### config.mk
export PLATFORM = sky130hd
export DESIGN_NAME = battery_level_average_display_top_flat
export DESIGN_NICKNAME = d
export VERILOG_FILES = /design/src/rtl/core/blad_pkg.sv /design/src/rtl/core/blad_in_if.sv /design/src/rtl/core/blad_out_if.sv /design/src/rtl/core/blad_window.sv /design/src/rtl/core/blad_div.sv /design/src/rtl/core/battery_level_average_display_top.sv /design/src/flat_wrapper.sv
export SDC_FILE = /design/constraint.sdc
export NUM_CORES = 1
export LEC_CHECK = 0
export BUFFER_PORTS_ARGS = -buffer_cell sky130_fd_sc_hd__buf_2
export CAP_MARGIN = 40
export CORE_UTILIZATION = 40
export CTS_CLUSTER_SIZE = 12
export DETAILED_ROUTE_END_ITERATION = 6
export GPL_TIMING_DRIVEN = 0
export RECOVER_POWER = 25
export SLEW_MARGIN = 20
export SYNTH_ARGS = -nofsm -noshare
export SYNTH_HDL_FRONTEND = slang
export SYNTH_HIERARCHICAL = 1
export SYNTH_SLANG_ARGS = --single-unit
### constraint.sdc
create_clock -name clk -period 6.1 [get_ports clk]
set_input_delay 0.305 -clock clk [delete_from_list [all_inputs] [get_ports clk]]
set_output_delay 0.305 -clock clk [all_outputs]
set_load 0.1 [all_outputs]
### src/rtl/core/blad_pkg.sv
package blad_pkg;

    typedef logic [7:0] sample_t;
    typedef logic [6:0] avg_t;
    typedef logic [3:0] digit_t;

    localparam avg_t   PCT_MAX    = 7'd100;
    localparam digit_t DIGIT_BASE = 4'd10;
    localparam digit_t DIGIT_TOP  = 4'd9;

    // x / 10 == (x * 205) >> 11 for every x up to 1028
    localparam logic [7:0] DIV10_MUL   = 8'd205;
    localparam int unsigned DIV10_SHIFT = 11;

    typedef struct packed {
        sample_t sample_percent;
        logic    charging;
    } in_item_t;

    typedef struct packed {
        avg_t   average_percent;
        digit_t bar_index;
        logic   hundreds_on;
        logic   tens_on;
        digit_t tens_digit;
        digit_t units_digit;
        logic   charging_on;
    } out_item_t;

    typedef enum logic [1:0] {
        ST_IDLE,
        ST_START,
        ST_DIV,
        ST_HOLD
    } state_t;

    function automatic digit_t tens_of(avg_t a);
        logic [14:0] prod;
        prod = 15'(a) * 15'(DIV10_MUL);
        return digit_t'(prod >> DIV10_SHIFT);
    endfunction

    function automatic digit_t units_of(avg_t a, digit_t t);
        avg_t tens_scaled;
        tens_scaled = avg_t'(t) * avg_t'(DIGIT_BASE);
        return digit_t'(a - tens_scaled);
    endfunction

endpackage

### src/rtl/core/blad_in_if.sv
interface blad_in_if;
    logic                valid;
    logic                ready;
    blad_pkg::in_item_t  payload;

    modport source (output valid, output payload, input ready);
    modport sink   (input valid, input payload, output ready);
endinterface

### src/rtl/core/blad_out_if.sv
interface blad_out_if;
    logic                valid;
    logic                ready;
    blad_pkg::out_item_t payload;

    modport source (output valid, output payload, input ready);
    modport sink   (input valid, input payload, output ready);
endinterface

### src/rtl/core/blad_window.sv
module blad_window #(
    parameter int unsigned WINDOW = 10,
    parameter int unsigned SUM_W  = 10,
    parameter int unsigned CNT_W  = 4
) (
    input  logic                clk,
    input  logic                rst_n,
    input  logic                wr_en,
    input  blad_pkg::avg_t      sample,
    output logic [SUM_W-1:0]    sum,
    output logic [CNT_W-1:0]    count
);

    localparam int unsigned PTR_W = (WINDOW > 1) ? $clog2(WINDOW) : 1;

    blad_pkg::avg_t     mem [WINDOW];
    blad_pkg::avg_t     rd_data_reg;
    logic [PTR_W-1:0]   ptr_reg, ptr_next;
    logic [SUM_W-1:0]   sum_reg, sum_next;
    logic [CNT_W-1:0]   count_reg, count_next;
    logic               full;

    assign full = (count_reg == CNT_W'(WINDOW));

    always_comb
    begin
        ptr_next   = ptr_reg;
        sum_next   = sum_reg;
        count_next = count_reg;
        if (wr_en)
        begin
            // drop the oldest sample once the window is full
            sum_next = sum_reg - (full ? SUM_W'(rd_data_reg) : '0) + SUM_W'(sample);
            if (!full)
                count_next = count_reg + 1'b1;
            if (ptr_reg == PTR_W'(WINDOW - 1))
                ptr_next = '0;
            else
                ptr_next = ptr_reg + 1'b1;
        end
    end

    always_ff @(posedge clk or negedge rst_n)
    begin
        if (!rst_n)
        begin
            ptr_reg   <= '0;
            sum_reg   <= '0;
            count_reg <= '0;
        end
        else
        begin
            ptr_reg   <= ptr_next;
            sum_reg   <= sum_next;
            count_reg <= count_next;
        end
    end

    // read the slot under the write pointer every cycle
    always_ff @(posedge clk)
    begin
        if (wr_en)
            mem[ptr_reg] <= sample;
        rd_data_reg <= mem[ptr_reg];
    end

    assign sum   = sum_reg;
    assign count = count_reg;

endmodule

### src/rtl/core/blad_div.sv
module blad_div #(
    parameter int unsigned SUM_W = 10,
    parameter int unsigned CNT_W = 4
) (
    input  logic                clk,
    input  logic                rst_n,
    input  logic                start,
    input  logic [SUM_W-1:0]    dividend,
    input  logic [CNT_W-1:0]    divisor,
    output logic [SUM_W-1:0]    quotient,
    output logic                done
);

    localparam int unsigned STEP_W = $clog2(SUM_W + 1);

    logic [SUM_W-1:0]   num_reg, num_next;
    logic [CNT_W-1:0]   rem_reg, rem_next;
    logic [STEP_W-1:0]  step_reg, step_next;
    logic               done_reg, done_next;
    logic [CNT_W:0]     trial;
    logic               fits;

    // one quotient bit per cycle, dividend shifted out MSB first
    assign trial = {rem_reg, num_reg[SUM_W-1]};
    assign fits  = (trial >= {1'b0, divisor});

    always_comb
    begin
        num_next  = num_reg;
        rem_next  = rem_reg;
        step_next = step_reg;
        done_next = 1'b0;
        if (start)
        begin
            num_next  = dividend;
            rem_next  = '0;
            step_next = STEP_W'(SUM_W);
        end
        else if (step_reg != '0)
        begin
            rem_next  = fits ? CNT_W'(trial - {1'b0, divisor}) : CNT_W'(trial);
            num_next  = {num_reg[SUM_W-2:0], fits};
            step_next = step_reg - 1'b1;
            done_next = (step_reg == STEP_W'(1));
        end
    end

    always_ff @(posedge clk or negedge rst_n)
    begin
        if (!rst_n)
        begin
            step_reg <= '0;
            done_reg <= 1'b0;
        end
        else
        begin
            step_reg <= step_next;
            done_reg <= done_next;
        end
    end

    always_ff @(posedge clk)
    begin
        num_reg <= num_next;
        rem_reg <= rem_next;
    end

    assign quotient = num_reg;
    assign done     = done_reg;

endmodule

### src/rtl/core/battery_level_average_display_top.sv
// Battery gauge smoother: each item carries one battery percentage sample and a
// charging flag and yields exactly one result item, in order. Samples above 100
// are taken as 100. The block keeps the last WINDOW samples and returns the
// truncated mean of all samples received so far until the window is full, then
// of the newest WINDOW, together with the gauge bar index (mean / 10), the
// decimal display digits with their enables, and the charging flag unchanged.
// After acceptance an item passes the divider start, the serial division and the
// hold state before its result is ready. The serial divider makes one quotient
// bit per cycle over the SUM_W bits of the sum, where SUM_W is the bit width of
// 100 * WINDOW. Items are processed one at a time. A new item is accepted while a
// finished result waits in the output register; a second finished result holds
// until that one is taken. Stored samples need no clearing after reset.
module battery_level_average_display_top #(
    parameter int unsigned WINDOW = 10
) (
    input  logic        clk,
    input  logic        rst_n,
    blad_in_if.sink     samples,
    blad_out_if.source  results
);

    localparam int unsigned SUM_W = $clog2(100 * WINDOW + 1);
    localparam int unsigned CNT_W = $clog2(WINDOW + 1);

    blad_pkg::state_t   state_reg, state_next;
    logic               in_ready;
    logic               div_start;
    logic               out_load;

    blad_pkg::avg_t     sample_sat;
    logic               accept;
    logic               charging_reg;

    logic [SUM_W-1:0]   window_sum;
    logic [CNT_W-1:0]   filled_count;
    logic [SUM_W-1:0]   quotient;
    logic               div_done;

    blad_pkg::avg_t     avg;
    blad_pkg::digit_t   tens;
    blad_pkg::out_item_t result;
    blad_pkg::out_item_t out_reg;
    logic               out_valid_reg, out_valid_next;

    // saturate the raw gauge reading to 100
    assign sample_sat = (samples.payload.sample_percent > blad_pkg::sample_t'(blad_pkg::PCT_MAX))
                      ? blad_pkg::PCT_MAX
                      : samples.payload.sample_percent[6:0];
    assign accept = samples.valid && in_ready;

    // window store: update sum and fill count at the accepting edge
    blad_window #(
        .WINDOW (WINDOW),
        .SUM_W  (SUM_W),
        .CNT_W  (CNT_W)
    ) u_window (
        .clk    (clk),
        .rst_n  (rst_n),
        .wr_en  (accept),
        .sample (sample_sat),
        .sum    (window_sum),
        .count  (filled_count)
    );

    // mean = sum / count, one bit per cycle
    blad_div #(
        .SUM_W  (SUM_W),
        .CNT_W  (CNT_W)
    ) u_div (
        .clk      (clk),
        .rst_n    (rst_n),
        .start    (div_start),
        .dividend (window_sum),
        .divisor  (filled_count),
        .quotient (quotient),
        .done     (div_done)
    );

    // control: accept, start the divider, wait, then hand off to the output register
    always_comb
    begin
        state_next = state_reg;
        in_ready   = 1'b0;
        div_start  = 1'b0;
        out_load   = 1'b0;
        case (state_reg)
            blad_pkg::ST_IDLE:
            begin
                in_ready = 1'b1;
                if (samples.valid)
                    state_next = blad_pkg::ST_START;
            end
            blad_pkg::ST_START:
            begin
                div_start  = 1'b1;
                state_next = blad_pkg::ST_DIV;
            end
            blad_pkg::ST_DIV:
            begin
                if (div_done)
                    state_next = blad_pkg::ST_HOLD;
            end
            blad_pkg::ST_HOLD:
            begin
                // hold the mean until the output register is free
                if (!out_valid_reg || results.ready)
                begin
                    out_load   = 1'b1;
                    state_next = blad_pkg::ST_IDLE;
                end
            end
            default:
            begin
                state_next = blad_pkg::ST_IDLE;
            end
        endcase
    end

    always_ff @(posedge clk or negedge rst_n)
    begin
        if (!rst_n)
            state_reg <= blad_pkg::ST_IDLE;
        else
            state_reg <= state_next;
    end

    always_ff @(posedge clk)
    begin
        if (accept)
            charging_reg <= samples.payload.charging;
    end

    // format the mean for the display
    assign avg  = (quotient > SUM_W'(blad_pkg::PCT_MAX))
                ? blad_pkg::PCT_MAX
                : quotient[6:0];
    assign tens = blad_pkg::tens_of(avg);

    always_comb
    begin
        result.average_percent = avg;
        result.bar_index       = tens;
        result.hundreds_on     = (avg == blad_pkg::PCT_MAX);
        result.tens_on         = (avg != '0);
        result.tens_digit      = (tens > blad_pkg::DIGIT_TOP) ? '0 : tens;
        result.units_digit     = blad_pkg::units_of(avg, tens);
        result.charging_on     = charging_reg;
    end

    // output register: hold the result item until it is taken
    always_comb
    begin
        out_valid_next = out_valid_reg;
        if (out_load)
            out_valid_next = 1'b1;
        else if (results.ready)
            out_valid_next = 1'b0;
    end

    always_ff @(posedge clk or negedge rst_n)
    begin
        if (!rst_n)
            out_valid_reg <= 1'b0;
        else
            out_valid_reg <= out_valid_next;
    end

    always_ff @(posedge clk)
    begin
        if (out_load)
            out_reg <= result;
    end

    assign samples.ready   = in_ready;
    assign results.valid   = out_valid_reg;
    assign results.payload = out_reg;

endmodule

### src/flat_wrapper.sv
// flat-port wrapper written by rule: the top's interface ports become plain ports
module battery_level_average_display_top_flat 
#(
    parameter int unsigned WINDOW = 10
)
  (clk, rst_n, samples_valid, samples_payload, samples_ready, results_valid, results_payload, results_ready);
  blad_in_if samples_i ();
  blad_out_if results_i ();
  input  logic clk;
  input  logic rst_n;
  input wire logic [$bits(samples_i.valid)-1:0] samples_valid;
  input wire logic [$bits(samples_i.payload)-1:0] samples_payload;
  output wire logic [$bits(samples_i.ready)-1:0] samples_ready;
  output wire logic [$bits(results_i.valid)-1:0] results_valid;
  output wire logic [$bits(results_i.payload)-1:0] results_payload;
  input wire logic [$bits(results_i.ready)-1:0] results_ready;
  assign samples_i.valid = samples_valid;
  assign samples_i.payload = samples_payload;
  assign samples_ready = samples_i.ready;
  assign results_valid = results_i.valid;
  assign results_payload = results_i.payload;
  assign results_i.ready = results_ready;
  battery_level_average_display_top #(.WINDOW(WINDOW)) u_core (.clk(clk), .rst_n(rst_n), .samples(samples_i), .results(results_i));
endmodule
==> results by group <==
Route
  – 1st-iter DRT viols: 295
  – DR WL/cell: 15.7 µm
  – Drt total wl: 14,000 µm
  – Vias: 4,584
  – Via/cell ratio: 5.14
  – Met2 wire length: 6810 µm
  – Metal1 wirelength: 6300 µm
  – Wire length on met3: 502 µm
  – Antenna-violating nets left: 0
  – # DRC: 10
  – Pre-Repair DR Iteration Count: 7
  – DR top layer: met4

Clock tree
  – Clk slew on worst S/H paths: 0.06 ns
  – Num CTS Buffers: 17
  – H-tree depth: 4
  – Clock sinks: 139
  – Worst skew pair latency: 0.42 ns
  – Clk buf depth: 2
  – CTS tree: done
  – CTS Root Cell: clkbuf_16

Floorplan
  – Core Box Area: 0.0181 mm²
  – Die Wd: 139 µm
  – # rows: 49
  – Die Outline Area: 0.0193 mm²
  – I/O pin total: 37
  – Chip height: 139 µm
  – Initial Util: 41.3%

Critical path
  – Worst Path Buf+Inv: 6
  – WS Path Type: reg2reg
  – CP Cell Sequence: or3_1 -> nor2_1 -> nand2_1 -> ha_1 -> inv_1 -> fa_1 -> inv_1 -> ha_1 -> inv_1 -> fa_1 -> inv_1 -> ha_1 -> a21oi_1 -> o21ai_1 -> a21oi_2 -> o21ba_2 -> xor2_2 -> inv_1 -> ha_1 -> inv_1 -> fa_1 -> xor2_1 -> xnor3_1
  – Critical-path top delay cell: fa_1
  – CP Max Fanout: 5
  – Worst setup SP type: flop
  – Top delay family on crit path: adder cells
  – Worst endpoint data arrival time: 5.82 ns
  – Most frequent CP cell: inv_1
  – Critical Path RT: 6.26 ns
  – Crit. End Element: flop
  – Slowest stage delay, CP: 0.49 ns

Finish
  – Synthesis-to-finish area growth: 14.9%
  – N_diodes: 0
  – Fraction of layout cells with a size suffix above 1: 17.6%
  – Largest Register: u_core/u_window/mem
  – Largest register FFs: 70
  – # nets final: 742
  – # fillers: 1,609

Timing
  – Final setup viols: 0
  – Max-slew headroom: 0.857%
  – Period utilisation layout: 92.8%
  – Worst-margin pin slew: 1.49 ns
  – Final TNS setup: 0 ns
  – Final max-slew violation count: 0
  – Final Hold Fails: 0
  – Min Tclk post-route: 5.66 ns
  – RSZ-0062 raised after global routing: no
  – Max Clock Freq: 177 MHz
  – Worst Clk Skew: 0.00475 ns

Yosys
  – Largest family of logic cells by synthesized area: adder cells
  – Yosys cell types: 70
  – EDFF count, synth: 102
  – Compound-Gate Fraction of Synth Area: 8.86%
  – Top-area cell type share of the netlist area: 40.9%
  – Post-synth net total: 682
  – Top cells by area, synth: edfxtp_1 41%, ha_1 10%, dfrtp_1 8.7%, fa_1 4.5%, inv_1 4.0%
  – Post-Synth Simple-Gate Area: 9.36%
  – Ys Warns: 6
  – #FFs+latches synth: 139
  – Synth area leader: edfxtp_1
  – Adder-cell share of the synthesized area: 14.9%
  – Avg Cell Area, Syn: 12.7 µm²
  – Post-Synth XOR/XNOR Area: 2.37%
  – Share of flip-flops with an asynchronous set or reset: 18.7%
  – Cells after Synth: 590
  – Mux cell area share after synthesis: 6.79%
  – Most used flip-flop cell after synthesis: edfxtp_1
  – Cell Area, Synth: 0.00749 mm²
  – Seq/Total Area, Yosys: 52.5%

Run status
  – Status: complete, but fails checks
  – Violated checks: design-rule violations

GRT
  – First-pass GRT wire length: 23,500 µm
  – Gr usage total: 15.7%
  – Largest net degree at the start of global routing: 27
  – Number of global-route vias before repair: 4,730
  – Gr ovfl total: 0
  – Antenna violations before repair: 0

Placed design
  – # port buffers: 36
  – Final HPWL DP: 10,300 µm
  – RePlAce Congestion: 0.828

Min path
  – HP Class: in2reg

Run
  – MaxCap Viol Count: 0
## per-layer routing
metal,up-vias,track usage (%)
met5,-,0
met4,0,7.60
met3,25,3.83
met2,93,26.0
met1,2240,19.4
li1,2226,-
## metrics by stage
stage / worst slack, ns / hold slack [ns] / instance area, µm² / cells / utilization (%)
6_report: 0.436 / 0.0640 / 8600 / 892 / 47.4
5_1_grt: 0.0934 / 0.0461 / 8600 / 892 / 47.4
4_1_cts: 0.304 / 0.0532 / 8610 / 892 / 47.4
3_5_place_dp: 0.334 / 0.371 / 7980 / 859 / 44.0
3_3_place_gp: 0.392 / 0.368 / 7950 / 855 / 43.8
2_1_floorplan: 0.846 / 0.00941 / 7490 / 590 / -
## cells by family (layout without fill, tap and decap cells)
| family | count (synthesis) | in the layout |
|---|---|---|
| flops | 139 | 139 |
| simple gates | 135 | 135 |
| buf+inv | 97 | 170 |
| compound gates | 92 | 92 |
| fa+ha+maj | 79 | 79 |
| mux | 31 | 31 |
| xor+xnor | 17 | 17 |
## final timing paths
kind / from / endpoint / slack (ns) / depth (start not counted)
max: u_core/u_div/quotient[9]$_DFFE_PP_ / u_core/results.payload[4]$_DFFE_PP_ / 0.44 / 23
min: samples_payload[0] / u_core/charging_reg$_DFFE_PP_ / 0.06 / 1
max reg2reg: u_core/u_div/quotient[9]$_DFFE_PP_ / u_core/results.payload[4]$_DFFE_PP_ / 0.44 / 23
min reg2reg: u_core/charging_reg$_DFFE_PP_ / u_core/results.payload[0]$_DFFE_PP_ / 0.42 / 0
max in group asynchronous: rst_n / u_core/u_window/sum[6]$_DFFE_PN0P_ / 4.45 / 2
min in group asynchronous: rst_n / u_core/u_div/step_reg[2]$_DFFE_PN0P_ / 0.78 / 2
## cell usage after synthesis, types with 3 or more instances
cell type	number
edfxtp_1	102
inv_1	80
ha_1	62
nor2_1	32
nand2_1	29
dfrtp_1	26
a21oi_1	22
fa_1	17
and2_1	14
o21ai_0	14
nor3_1	12
dfxtp_1	11
mux4_2	11
nor2b_1	11
xnor2_1	11
mux2_2	9
a211oi_1	8
mux2i_1	8
buf_2	6
nand2b_1	6
nand3_1	6
clkbuf_1	5
o21a_1	5
a211o_1	4
nand3b_1	4
nand4_1	4
o21bai_1	4
or2_2	4
or3_1	4
a21o_1	3
mux4_1	3
o21ai_1	3
xor2_1	3
## cells in the final DEF, fill, tap and decap left out, types with 4 or more instances in the layout
master     instances
dfrtp_1           26
nand2b_1           6
o21bai_1           4
ha_1              62
mux4_2            11
or3_1              4
o21ai_0           13
nor2b_1           11
nand2_1           29
nand3b_1           4
dfxtp_1           11
clkbuf_1           7
a211o_1            4
nand4_1            4
inv_1             80
clkbuf_16         17
and2_1            12
clkinv_4           4
a211oi_1           8
mux2i_1            8
fa_1              17
buf_2             42
a21oi_1           22
xnor2_1           11
nor2_1            32
nor3_1            12
o21ai_1            4
nand3_1            6
edfxtp_1         102
mux2_2             9
o21a_1             5
## cell type report
| type | instances | area (µm²) | share of cell area, % |
|---|---|---|---|
| plain buffers | 16 | 82.6 | 0.960 |
| flip-flops and latches | 139 | 3930 | 45.7 |
| clock buffers | 17 | 425 | 4.94 |
| multi-input cells | 354 | 3170 | 36.8 |
| well taps | 229 | 287 | 3.33 |
| repair buffers | 41 | 216 | 2.52 |
| inverters | 81 | 304 | 3.53 |
| clock inverters | 15 | 189 | 2.20 |
## worst register-to-register path, stage by stage, from the launching register on
cell and delay [ns]:
edfxtp_1 0.42, or3_1 0.45, nor2_1 0.30, nand2_1 0.17, ha_1 0.36, inv_1 0.07, fa_1 0.49, inv_1 0.04
ha_1 0.26, inv_1 0.05, fa_1 0.49, inv_1 0.04, ha_1 0.30, a21oi_1 0.07, o21ai_1 0.28, a21oi_2 0.08
o21ba_2 0.22, xor2_2 0.16, inv_1 0.08, ha_1 0.13, inv_1 0.04, fa_1 0.37, xor2_1 0.20, xnor3_1 0.33
## timing repair
item / CTS / global route
buffers inserted: 0 / 0
endpoints found under the setup margin: 0 / 1
hold endpoints to repair: 26 / 0
gates resized for setup: 0 / 1
hold buffers: 1 / 0
Power is left out: the tool's default activity adds up to more than one toggle a clock period on the data nets, which glitch-free logic cannot reach.
